$ cat src/terminal_escape_stripper_macros.svh
// ----------------------------------------------------------------------------
// Terminal escape stripper assertion macros
// Shared concurrent assertion forms, clocked on clk with rst_n low as disable.
// ----------------------------------------------------------------------------
`ifndef TERMINAL_ESCAPE_STRIPPER_MACROS_SVH
`define TERMINAL_ESCAPE_STRIPPER_MACROS_SVH

// Same-cycle implication.
`define TES_ASSERT_NOW(label, ante, cons) \
    label: assert property (@(posedge clk) disable iff (!rst_n) (ante) |-> (cons)) \
        else $error("terminal_escape_stripper: same-cycle check failed");

// Next-cycle implication.
`define TES_ASSERT_NEXT(label, ante, cons) \
    label: assert property (@(posedge clk) disable iff (!rst_n) (ante) |=> (cons)) \
        else $error("terminal_escape_stripper: next-cycle check failed");

`endif

$ cat src/tes_pkg.sv
// ----------------------------------------------------------------------------
// Terminal escape stripper package
// Parser mode encoding, character codes and the printable-unit test.
// ----------------------------------------------------------------------------
package tes_pkg;

    localparam int UNIT_W = 16;

    typedef logic [UNIT_W-1:0] unit_t;

    typedef enum logic [2:0] {
        MODE_NORMAL  = 3'd0,
        MODE_ESC     = 3'd1,
        MODE_CSI     = 3'd2,
        MODE_OSC     = 3'd3,
        MODE_OSC_ESC = 3'd4
    } mode_t;

    localparam unit_t U_BEL      = 16'h0007;
    localparam unit_t U_TAB      = 16'h0009;
    localparam unit_t U_ESC      = 16'h001B;
    localparam unit_t U_SPACE    = 16'h0020;
    localparam unit_t U_CSI_LO   = 16'h0040;
    localparam unit_t U_LBRK     = 16'h005B;
    localparam unit_t U_BSL      = 16'h005C;
    localparam unit_t U_RBRK     = 16'h005D;
    localparam unit_t U_CSI_HI   = 16'h007E;
    localparam unit_t U_DEL      = 16'h007F;
    localparam unit_t U_C1_LO    = 16'h0080;
    localparam unit_t U_C1_END   = 16'h00A0;

    // True for units that pass as visible text outside a sequence.
    function automatic logic is_printable(input unit_t c);
        logic ok;
        begin
            ok = 1'b1;
            if (c < U_SPACE && c != U_TAB)
            begin
                ok = 1'b0;
            end
            if (c == U_DEL)
            begin
                ok = 1'b0;
            end
            if (c >= U_C1_LO && c < U_C1_END)
            begin
                ok = 1'b0;
            end
            return ok;
        end
    endfunction

endpackage

$ cat src/tes_parser.sv
// ----------------------------------------------------------------------------
// Terminal escape stripper parser
// Escape-sequence state machine; decides whether the current unit is kept.
// ----------------------------------------------------------------------------
module tes_parser
    import tes_pkg::*;
(
    input  logic  clk,
    input  logic  rst_n,
    input  logic  advance,
    input  unit_t code_unit,
    input  logic  line_end,
    output logic  keep,
    output mode_t mode
);

    mode_t mode_reg;
    mode_t mode_next;
    mode_t mode_step;

    // Next state
    always_comb
    begin
        mode_step = MODE_NORMAL;
        unique case (mode_reg)
            MODE_ESC:
            begin
                if (code_unit == U_LBRK)
                    mode_step = MODE_CSI;
                else if (code_unit == U_RBRK)
                    mode_step = MODE_OSC;
                else
                    mode_step = MODE_NORMAL;
            end
            MODE_CSI:
            begin
                if (code_unit >= U_CSI_LO && code_unit <= U_CSI_HI)
                    mode_step = MODE_NORMAL;
                else
                    mode_step = MODE_CSI;
            end
            MODE_OSC:
            begin
                if (code_unit == U_BEL)
                    mode_step = MODE_NORMAL;
                else if (code_unit == U_ESC)
                    mode_step = MODE_OSC_ESC;
                else
                    mode_step = MODE_OSC;
            end
            MODE_OSC_ESC:
            begin
                if (code_unit == U_BSL || code_unit == U_BEL)
                    mode_step = MODE_NORMAL;
                else if (code_unit == U_ESC)
                    mode_step = MODE_OSC_ESC;
                else
                    mode_step = MODE_OSC;
            end
            default:
            begin
                if (code_unit == U_ESC)
                    mode_step = MODE_ESC;
                else
                    mode_step = MODE_NORMAL;
            end
        endcase
        // line end always returns to normal text
        mode_next = mode_reg;
        if (advance)
            mode_next = line_end ? MODE_NORMAL : mode_step;
    end

    // Outputs
    always_comb
    begin
        keep = 1'b0;
        unique case (mode_reg)
            MODE_ESC, MODE_CSI, MODE_OSC, MODE_OSC_ESC:
                keep = 1'b0;
            default:
                keep = (code_unit != U_ESC) && is_printable(code_unit);
        endcase
    end

    always_ff @(posedge clk or negedge rst_n)
    begin
        if (!rst_n)
            mode_reg <= MODE_NORMAL;
        else
            mode_reg <= mode_next;
    end

    assign mode = mode_reg;

endmodule

$ cat src/terminal_escape_stripper.sv
// ----------------------------------------------------------------------------
// Terminal escape stripper
// Drops CSI, OSC and two-unit escape sequences plus control codes from a
// stream of 16-bit text code units; passes printable text unchanged.
// ----------------------------------------------------------------------------
//  channel | direction | handshake          | payload
//  in      | into      | in_valid/in_stall  | code_unit, line_end
//  out     | out of    | out_valid/out_stall| keep, out_unit, out_line_end
//
//  One transaction per cycle sustained while out does not stall; a unit's
//  result passes through the input register, then the result register,
//  before it is presented on out.
//  The parser mode register advances once per unit moved into the result
//  register, so mode update and classification share one short path.
//  Reset clears both stage valid flags and returns the parser to normal text.
//  A stall on out holds the result register; in stalls only when both
//  registers are full and the result is not taken in that cycle.
// ----------------------------------------------------------------------------
`include "terminal_escape_stripper_macros.svh"

module terminal_escape_stripper
    import tes_pkg::*;
(
    input  logic        clk,
    input  logic        rst_n,
    input  logic        in_valid,
    output logic        in_stall,
    input  logic [15:0] code_unit,
    input  logic        line_end,
    output logic        out_valid,
    input  logic        out_stall,
    output logic        keep,
    output logic [15:0] out_unit,
    output logic        out_line_end
);

    // input register
    logic  in_valid_reg;
    logic  in_valid_next;
    unit_t in_unit_reg;
    logic  in_eol_reg;

    // result register
    logic  out_valid_reg;
    logic  out_valid_next;
    logic  keep_reg;
    unit_t out_unit_reg;
    logic  out_eol_reg;

    logic  in_accept;
    logic  advance;
    logic  keep_now;
    mode_t mode;

    // Advance the input register into the result register whenever the
    // result register is empty or its transaction leaves this cycle.
    assign advance   = in_valid_reg && (!out_valid_reg || !out_stall);
    assign in_stall  = in_valid_reg && !advance;
    assign in_accept = in_valid && !in_stall;

    tes_parser u_parser (
        .clk       (clk),
        .rst_n     (rst_n),
        .advance   (advance),
        .code_unit (in_unit_reg),
        .line_end  (in_eol_reg),
        .keep      (keep_now),
        .mode      (mode)
    );

    always_comb
    begin
        in_valid_next = in_valid_reg;
        if (in_accept)
            in_valid_next = 1'b1;
        else if (advance)
            in_valid_next = 1'b0;

        out_valid_next = out_valid_reg;
        if (advance)
            out_valid_next = 1'b1;
        else if (out_valid_reg && !out_stall)
            out_valid_next = 1'b0;
    end

    always_ff @(posedge clk or negedge rst_n)
    begin
        if (!rst_n)
        begin
            in_valid_reg  <= 1'b0;
            out_valid_reg <= 1'b0;
        end
        else
        begin
            in_valid_reg  <= in_valid_next;
            out_valid_reg <= out_valid_next;
        end
    end

    // Payload: load on accept, hold otherwise.
    always_ff @(posedge clk)
    begin
        if (in_accept)
        begin
            in_unit_reg <= code_unit;
            in_eol_reg  <= line_end;
        end
        if (advance)
        begin
            keep_reg     <= keep_now;
            out_unit_reg <= keep_now ? in_unit_reg : '0;
            out_eol_reg  <= in_eol_reg;
        end
    end

    assign out_valid    = out_valid_reg;
    assign keep         = keep_reg;
    assign out_unit     = out_unit_reg;
    assign out_line_end = out_eol_reg;

    // Dropped units carry a zero payload.
    `TES_ASSERT_NOW(a_drop_zero, out_valid_reg && !keep_reg, out_unit_reg == '0)
    // Kept units never come from the C1 control range.
    `TES_ASSERT_NOW(a_no_c1, out_valid_reg && keep_reg,
        !(out_unit_reg >= U_C1_LO && out_unit_reg < U_C1_END))
    // A line end leaves the parser in normal text.
    `TES_ASSERT_NEXT(a_eol_normal, advance && in_eol_reg, mode == MODE_NORMAL)
    // Input stalls only while both the input and result registers hold a transaction.
    `TES_ASSERT_NOW(a_stall_full, in_stall, in_valid_reg && out_valid_reg)

endmodule
$ cat config.mk
export PLATFORM = sky130hd
export DESIGN_NAME = terminal_escape_stripper
export DESIGN_NICKNAME = d
export VERILOG_FILES = /design/src/tes_pkg.sv /design/src/tes_parser.sv /design/src/terminal_escape_stripper.sv
export VERILOG_INCLUDE_DIRS = /design/src /design/src/src
export SDC_FILE = /design/constraint.sdc
export NUM_CORES = 1
export LEC_CHECK = 0
export ABC_AREA = 1
export BUFFER_PORTS_ARGS = -buffer_cell sky130_fd_sc_hd__clkbuf_2
export CELL_PAD_IN_SITES_DETAIL_PLACEMENT = 0
export CELL_PAD_IN_SITES_GLOBAL_PLACEMENT = 1
export CORE_ASPECT_RATIO = 0.6
export CORE_MARGIN = 1.5
export CORE_UTILIZATION = 40
export CTS_CLUSTER_DIAMETER = 150
export DETAILED_ROUTE_END_ITERATION = 7
export PLACE_DENSITY_LB_ADDON = 0.1
export SYNTH_ARGS = -nofsm -noshare
export SYNTH_HDL_FRONTEND = slang
export SYNTH_HIERARCHICAL = 1
export SYNTH_SLANG_ARGS = --single-unit
$ cat constraint.sdc
create_clock -name clk -period 2.7 [get_ports clk]
set_input_delay 0.135 -clock clk [delete_from_list [all_inputs] [get_ports clk]]
set_output_delay 0.135 -clock clk [all_outputs]
set_load 0.05 [all_outputs]
## Word level (Yosys, flattened, before mapping)

Index checks and enable logic that the tools add are counted.

- Input port bits: 21
- Register bits: 40
- Output and inout port bits: 20
- Word-level logic and storage cells: 60

- Reduce and logical (&&, ||, !) cells: 17
- Equality and inequality tests: 12
- $lt $le $gt $ge: 5
- Multiplexer cells: 18

Operator list:

| kind | count |
|---|---|
| $eq 16x7->1 const B | 4 |
| $eq 16x3->1 const B | 1 |
| $eq 16x5->1 const B | 1 |
| $ge 16x7->1 const B | 1 |
| $ge 16x8->1 const B | 1 |
| $le 16x7->1 const B | 1 |
| $lt 16x6->1 const B | 1 |
| $lt 16x8->1 const B | 1 |
| $ne 16x4->1 const B | 1 |
| $ne 16x5->1 const B | 1 |
| $mux 3 | 5 |
| $pmux 3 s4 | 1 |
| $mux 1 | 10 |
| $logic_and 1x1->1 | 8 |
| $eq 3x2->1 const B | 2 |
| $logic_not 1->1 | 4 |
| $mux 2 | 2 |
| $reduce_bool 2->1 | 2 |
| $reduce_or 4->1 | 1 |
| $eq 3x1->1 const B | 1 |
| $eq 3x3->1 const B | 1 |
| $logic_or 1x1->1 | 2 |

## Logic depth before layout (Yosys ltp)

Gate-level depths: netlist (run 1).

- Depth in word-level cells: 8
- Gate-level depth with buffers: 12

## Hierarchy

Netlist (run 1), hierarchy kept.

By module, submodules not included:

| module | area each (µm²) | cells each | times used | seq. area each (µm²) |
|---|---|---|---|---|
| terminal_escape_stripper | 1305.0 | 81 | 1 | 1101.1 |
| tes_parser | 466.7 | 88 | 1 | 75.1 |

## Least setup slack after synthesis (run 1)

No wires, ideal clock.

- Path type: reg2reg
- Start point: register out_valid_reg, in the netlist out_valid
- End point: register u_parser.mode_reg[1], in the netlist u_parser/mode[1]
- Slack: 424 ps
- Data arrival time: 2211 ps
- Required time: 2635 ps
- Setup time: 65 ps
- Cell stages (with the launch flop): 6
- Cells stage by stage: dfrtp_1 > a21oi_1 > inv_1 > nor3_1 > nand2_1 > nand2_1

- Longest elaborated chain between the ends: 3

Ends and longest elaborated chain:

| item | line | RTL |
|---|---|---|
| from (decl) | terminal_escape_stripper.sv:44 | `logic out_valid_reg;` |
| from (signal assigned) | terminal_escape_stripper.sv:96 | `out_valid_reg <= out_valid_next;` |
| $logic_not 1->1 | terminal_escape_stripper.sv:57 | `assign advance = in_valid_reg && (!out_valid_reg \|\| !out_stall);` |
| $logic_or 1x1->1 | terminal_escape_stripper.sv:57 |  |
| $logic_and 1x1->1 | terminal_escape_stripper.sv:57 |  |
| via advance | terminal_escape_stripper.sv:51 | `logic advance;` |
| to (signal assigned) | tes_parser.sv:91 | `mode_reg <= mode_next;` |
| to (decl) | tes_parser.sv:17 | `mode_t mode_reg;` |

The timed path passes the listed nets, and every way through them passes these cells.
A chain may end at the register's enable or synchronous reset.

## Worst setup path in the final report (run 1)

- Start point: register in_unit_reg[0]
- End point: register out_unit_reg[3], in the netlist out_unit[3] (data pin)

- Longest elaborated chain between the ends: 8
- Elaborated cells on any way between the ends: 14

Ends and longest elaborated chain:

| item | line | RTL |
|---|---|---|
| from (decl) | terminal_escape_stripper.sv:40 | `unit_t in_unit_reg;` |
| from (signal assigned) | terminal_escape_stripper.sv:105 | `in_unit_reg <= code_unit;` |
| $lt 16x6->1 or $ne 16x4->1 (tied branches) | tes_pkg.sv:37 | `if (c < U_SPACE && c != U_TAB)` |
| $logic_and 1x1->1 | tes_pkg.sv:37 |  |
| $mux 1 | tes_pkg.sv:37 |  |
| $mux 1 | tes_pkg.sv:41 | `if (c == U_DEL)` |
| $mux 1 | tes_pkg.sv:45 | `if (c >= U_C1_LO && c < U_C1_END)` |
| $mux 1 | tes_parser.sv:78 | `unique case (mode_reg)` |
| $logic_and 1x1->1 * | tes_parser.sv:82 | `keep = (code_unit != U_ESC) && is_printable(code_unit);` |
| $mux 1 * | tes_parser.sv:78 |  |
| via keep_now | terminal_escape_stripper.sv:52 | `logic keep_now;` |
| to (signal assigned) | terminal_escape_stripper.sv:111 | `out_unit_reg <= keep_now ? in_unit_reg : '0;` |
| to (decl) | terminal_escape_stripper.sv:47 | `unit_t out_unit_reg;` |

The timed path passes the listed nets; every way through them passes the cells marked *. The select of a mux whose other input is x is not followed.

==> results of run 1 <==
where the power goes:
group          leakage (nW)  switching, mW  internal (mW)
clock network        0.0645          0.202          0.326
logic                 0.587          0.127         0.0406
registers             0.396         0.0196          0.721
total                  1.05          0.349           1.09
path summary, 6_finish.rpt:
path / slack [ps] / endpoint / cells after the start
worst max register to register: 720 / out_unit[3]$_SDFFCE_PN0P_ / 10
max in group asynchronous: 2360 / u_parser/mode[1]$_DFFE_PN0P_ / 2
min in group asynchronous: 190 / u_parser/mode[2]$_DFFE_PN0P_ / 2
worst min register to register: 510 / out_valid$_DFFE_PN0P_ / 2
worst min-delay path: 20 / in_unit_reg[14]$_DFFE_PP_ / 1
worst max-delay path: 720 / out_unit[3]$_SDFFCE_PN0P_ / 10
synth_stat cells (all sizes together):
cell type | n | area, um^2
nor3 | 2 | 10.0
dfrtp | 5 | 125
nand2 | 47 | 199
buf | 2 | 31.3
o21a | 1 | 7.51
nand3 | 10 | 55.1
inv | 37 | 139
nand3b | 1 | 7.51
a21oi | 2 | 10.0
a31oi | 1 | 6.26
o21ai | 1 | 5.00
nor2 | 21 | 100
nand4 | 3 | 18.8
edfxtp | 35 | 1050
and3 | 1 | 6.26
logic make-up after synthesis:
| logic type | after synthesis | share of synthesized area |
|---|---|---|
| flip-flops | 40 | 0.664 |
| buffers and inverters | 39 | 0.0960 |
| AO/OA/AOI/OAI | 5 | 0.0162 |
| AND/OR/NAND/NOR | 85 | 0.224 |
routing by layer:
layer  global-route usage  vias to the layer above
met5                    0                        -
met4               0.0625                        0
met3               0.0513                        4
met2                0.197                       45
met1                0.171                      534
li1                     -                      630
stage by stage:
stage / instance area, um^2 / utilization / hold WS (ps)
floorplan: 1770 / - / -161
global placement: 2030 / 0.484 / -37.9
detailed placement: 2030 / 0.484 / -33.6
CTS: 2160 / 0.516 / 4.20
global route: 2170 / 0.519 / 0.988
finish: 2170 / 0.519 / 16.0
timing repair:
item / CTS / global route
hold buffers: 1 / 1
endpoints found under the hold margin: 5 / 1
buffers inserted: 0 / 0
cell type report:
type,instances,area [um^2],share of cell area
multi-input cells,90,429,0.197
well taps,60,75.1,0.0345
repair buffers,43,228,0.105
clock buffers,7,96.3,0.0443
flip-flops and latches,40,1180,0.541
inverters,37,139,0.0639
clock inverters,1,30.0,0.0138
==> out/summary.txt, run 1 <==
status - complete, no violations
H-tree depth - 2
GPL Wtd Cong - 0.790
number of CTS-inserted buffers - 5
Die H - 54.6 um
synthesized net count - 190
#FFs+latches synth - 40
TNS Setup - 0 ps
fin. max-slew vios - 0
vias in the first global route - 950
largest net degree at the start of global routing - 18
DR DRC count - 0
cells after synthesis - 169
DRT Pass-1 Iters - 4
Syn Area/Cell - 10.5 um^2
Via Count - 1213
clock sinks - 40
sequential fraction of the synthesis area - 0.664
met3 WL post-DR - 211 um
crit end category - register
leakage - 1.05 nW
Final Non-Filler Cells - 278
total gr overflow - 0
dpl hpwl - 2.14 mm
Synth-to-Final Area Change - 22.7%
startpoint types - register
Clock Path Buffers - 2
worst hold path type - primary input to register
Final Hold Viols - 0
count of cell types in the netlist - 21
maximum fanout along the worst path - 17
RSZ-0062 raised after global routing - no
drt wl/cell - 10.5 um
Reg clk slew, reported paths - 80 ps
peak supply drop - 0.296 mV
worst r2r src - in_unit_reg[0]$_DFFE_PP_
Die Wd - 88.9 um
placed insts - 268
DR iter-0 viols - 76
Worst path most repeated cell - nand2_2
Pwr Total - 1.44 mW
clock latency on the worst-skew pair - 290 ps
fin crit period - 1980 ps
met2 wire len - 1.31 mm
proportion of layout cells with a drive suffix above 1 - 0.298
Root Buffer - clkbuf_8
n_diodes - 0
CP Buf/Inv Count - 2
Final Cycle Share - 0.732
Hold Startpoint - code_unit[14]
WL met1 - 1.36 mm
Placement Setup Slack - 733 ps
GR Util All Layers - 0.132
crit path kind - register to register
Site Rows - 18
final WL - 2.91 mm
Port Buf Inserts - 40
Slew @ Worst Pin - 689 ps
crit path DAT - 2140 ps
Initial Util - 0.423
Final Net Count - 238
initial antenna violation count - 0
CTS tree - done
uppermost routed layer - met4
CP required - 2860 ps
post-route ant nets - 0
Die Area - 4850 um^2
Max Cap Viol - 0
post-route setup slack - 723 ps
# setup viols final - 0
critical path's slowest cell - o21a_1
fillcell total - 386
core area - 4190 um^2
io pins - 41
most frequent cells in the layout - 40 x clkbuf_2, 38 x nand2_1, 35 x inv_1, 35 x edfxtp_1, 18 x nor2_1
Syn Std Cell Area - 1770 um^2
global-route wire length before repair - 4.37 mm
CP Launch Point - in_unit_reg[0]$_DFFE_PP_
Max Clk Rate - 506 MHz
Setup Skew - 5.82 ps
Critical Path Max Stage Delay - 600 ps
Via density - 4.36
critical path cell sequence - nand2_1, inv_2, nand2_2, nor2_2, nand2_2, nand2_2, a31oi_1, o21a_1, nand2_1, inv_1
Max-slew headroom - 0.541
delay-heaviest family, CP - compound AO/OA/AOI/OAI gates
commonest non-fill, non-tap cell in the layout - clkbuf_2
P per Cell Area - 661 nW/um^2
Post-CTS Resized - 0
synth warn - 6
Power figures use the tool's default switching activity.
==> inputs of run 2 (changes only) <==
--- a/config.mk
+++ b/config.mk
@@ -12,7 +12,7 @@
 export CELL_PAD_IN_SITES_GLOBAL_PLACEMENT = 1
 export CORE_ASPECT_RATIO = 0.6
 export CORE_MARGIN = 1.5
-export CORE_UTILIZATION = 40
+export CORE_UTILIZATION = 36
 export CTS_CLUSTER_DIAMETER = 150
 export DETAILED_ROUTE_END_ITERATION = 7
 export PLACE_DENSITY_LB_ADDON = 0.1
==> constraint.sdc (replaced) <==
create_clock -name clk -period 1.8 [get_ports clk]
set_input_delay 0.09 -clock clk [delete_from_list [all_inputs] [get_ports clk]]
set_output_delay 0.09 -clock clk [all_outputs]
set_load 0.05 [all_outputs]
==> out/summary.txt, run 2 (synthesized netlist as in run 1, its figures left out) <==
status - complete, no violations (unchanged)
RSZ-0062 raised after global routing - no (unchanged)
clock latency on the worst-skew pair - 280 ps (was 290 ps)
post-route setup slack - 184 ps (was 723 ps)
Final Cycle Share - 0.898 (was 0.732)
part of the power in combinational logic - 0.156 (was 0.117)
dpl hpwl - 2.43 mm (was 2.14 mm)
fillcell total - 451 (was 386)
worst hold path depth - 3 (was 1)
number of CTS-inserted buffers - 5 (unchanged)
largest net degree at the start of global routing - 18 (unchanged)
worst hold slack - 66.6 ps (was 16.0 ps)
n_diodes - 0 (unchanged)
Final Non-Filler Cells - 310 (was 278)
total gr overflow - 0 (unchanged)
global-route wire length before repair - 5.67 mm (was 4.37 mm)
Slew @ Worst Pin - 285 ps (was 689 ps)
Placement Setup Slack - -110 ps (was 733 ps)
clock sinks - 40 (unchanged)
Port Buf Inserts - 40 (unchanged)
worst hold path type - primary input to register (unchanged)
Reg clk slew, reported paths - 80 ps (about the same)
DRT Pass-1 Iters - 4 (unchanged)
fin crit period - 1620 ps (was 1980 ps)
Pwr Total - 1.98 mW (was 1.44 mW)
crit path kind - register to register (unchanged)
TNS Setup - 0 ps (unchanged)
Final Hold Viols - 0 (unchanged)
commonest non-fill, non-tap cell in the layout - clkbuf_2 (unchanged)
Max Cap Viol - 0 (unchanged)
Site Rows - 19 (was 18)
peak supply drop - 0.438 mV (was 0.296 mV)
post-route ant nets - 0 (unchanged)
placed insts - 283 (was 268)
final core utilization - 0.519 (about the same)
GPL Wtd Cong - 0.791 (was 0.790)
vias in the first global route - 1257 (was 950)
H-tree depth - 2 (unchanged)
sequential fraction of design power - 0.559 (was 0.516)
Clock Path Buffers - 2 (unchanged)
leakage - 1.15 nW (was 1.05 nW)
most frequent cells in the layout - 40 x clkbuf_2, 38 x nand2_1, 35 x inv_1, 35 x edfxtp_1, 19 x dlygate4sd3_1 (was 40 x clkbuf_2, 38 x nand2_1, 35 x inv_1, 35 x edfxtp_1, 18 x nor2_1)
Switching Fraction - 0.268 (was 0.243)
Via Count - 1344 (was 1213)
final WL - 3.38 mm (was 2.91 mm)
Clock Power Share - 0.285 (was 0.368)
DP Area - 2130 um^2 (was 2030 um^2)
CP required - 1840 ps (was 2860 ps)
DR iter-0 viols - 54 (was 76)
Via density - 4.34 (was 4.36)
CTS tree - done (unchanged)
io pins - 41 (unchanged)
Reg2Reg Depth - 9 (was 10)
crit end category - register (unchanged)
Design Area, Final - 2420 um^2 (was 2170 um^2)
Die H - 57.3 um (was 54.6 um)
proportion of layout cells with a drive suffix above 1 - 0.312 (was 0.298)
Final Net Count - 267 (was 238)
P per Cell Area - 820 nW/um^2 (was 661 nW/um^2)
post-CTS setup buffer count - 0 (unchanged)
fin. max-slew vios - 0 (unchanged)
core area - 4660 um^2 (was 4190 um^2)
Root Buffer - clkbuf_8 (unchanged)
Max Clk Rate - 619 MHz (was 506 MHz)
Initial Util - 0.380 (was 0.423)
Synth-to-Final Area Change - 36.4% (was 22.7%)
crit path DAT - 1660 ps (was 2140 ps)
maximum fanout along the worst path - 17 (unchanged)
initial antenna violation count - 0 (unchanged)
startpoint types - register (unchanged)
Die Wd - 93.6 um (was 88.9 um)
drt wl/cell - 10.9 um (was 10.5 um)
Internal Power - 1.45 mW (was 1.09 mW)
Max-slew headroom - 0.811 (was 0.541)
DR DRC count - 0 (unchanged)
GR Util All Layers - 0.141 (was 0.132)
# setup viols final - 0 (unchanged)
Net Sw Power - 531 uW (was 349 uW)
Die Area - 5370 um^2 (was 4850 um^2)
Setup Skew - 6.16 ps (was 5.82 ps)
[run 2: worst paths after layout]
path,start,endpoint,slack (ps)
worst max register to register,in_unit_reg[14]$_DFFE_PP_,out_unit[6]$_SDFFCE_PN0P_,180
worst min register to register,u_parser/mode[1]$_DFFE_PN0P_,u_parser/mode[1]$_DFFE_PN0P_,510
min in group asynchronous,rst_n,out_valid$_DFFE_PN0P_,160
worst max-delay path,in_unit_reg[14]$_DFFE_PP_,out_unit[6]$_SDFFCE_PN0P_,180
max in group asynchronous,rst_n,u_parser/mode[2]$_DFFE_PN0P_,1500
worst min-delay path,out_stall,out_valid$_DFFE_PN0P_,70
[run 2: worst max-delay path, cell delays in order (launching register included)]
cell and delay, ps:
edfxtp_1 400, nor2_1 160, nand2_2 100, nor2_8 180, nand2_2 80, nand2_2 70
a31oi_2 40, o21a_4 210, nand2_1 90, inv_1 40
[run 2: layer usage]
layer / wire length (um) / vias up / GRT usage
met4: 54 / 0 / 0.0640
li1: - / 685 / -
met1: 1670 / 615 / 0.186
met5: 0 / - / 0
met2: 1490 / 38 / 0.216
met3: 168 / 6 / 0.0427
[run 2: power by group through the flow]
| stage | clock (mW) | combinational (mW) | sequential (mW) |
|---|---|---|---|
| final | 0.565 | 0.310 | 1.11 |
| after global routing | 0.631 | 0.335 | 1.11 |
| after CTS | 0.597 | 0.314 | 1.11 |
| after detailed placement | 0 | 0.281 | 1.13 |
| after global placement | 0 | 0.279 | 1.13 |
| after floorplan | 0 | 0.0753 | 1.23 |
[run 2: final cells by class]
type / instances / area [um^2] / share of cell area
clock buffer: 6 / 72.6 / 0.0300
clock inverter: 2 / 11.3 / 0.00466
inverter: 37 / 139 / 0.0575
multi-input combinational: 90 / 450 / 0.186
sequential: 40 / 1180 / 0.487
tap: 63 / 78.8 / 0.0326
timing repair buffer: 72 / 488 / 0.202
[run 2: what timing repair did]
| action | CTS | global route |
|---|---|---|
| endpoints found under the hold margin | 23 | 0 |
| endpoints found under the setup margin | 17 | 17 |
| gates resized for setup | 1 | 2 |
| hold buffers | 19 | 0 |
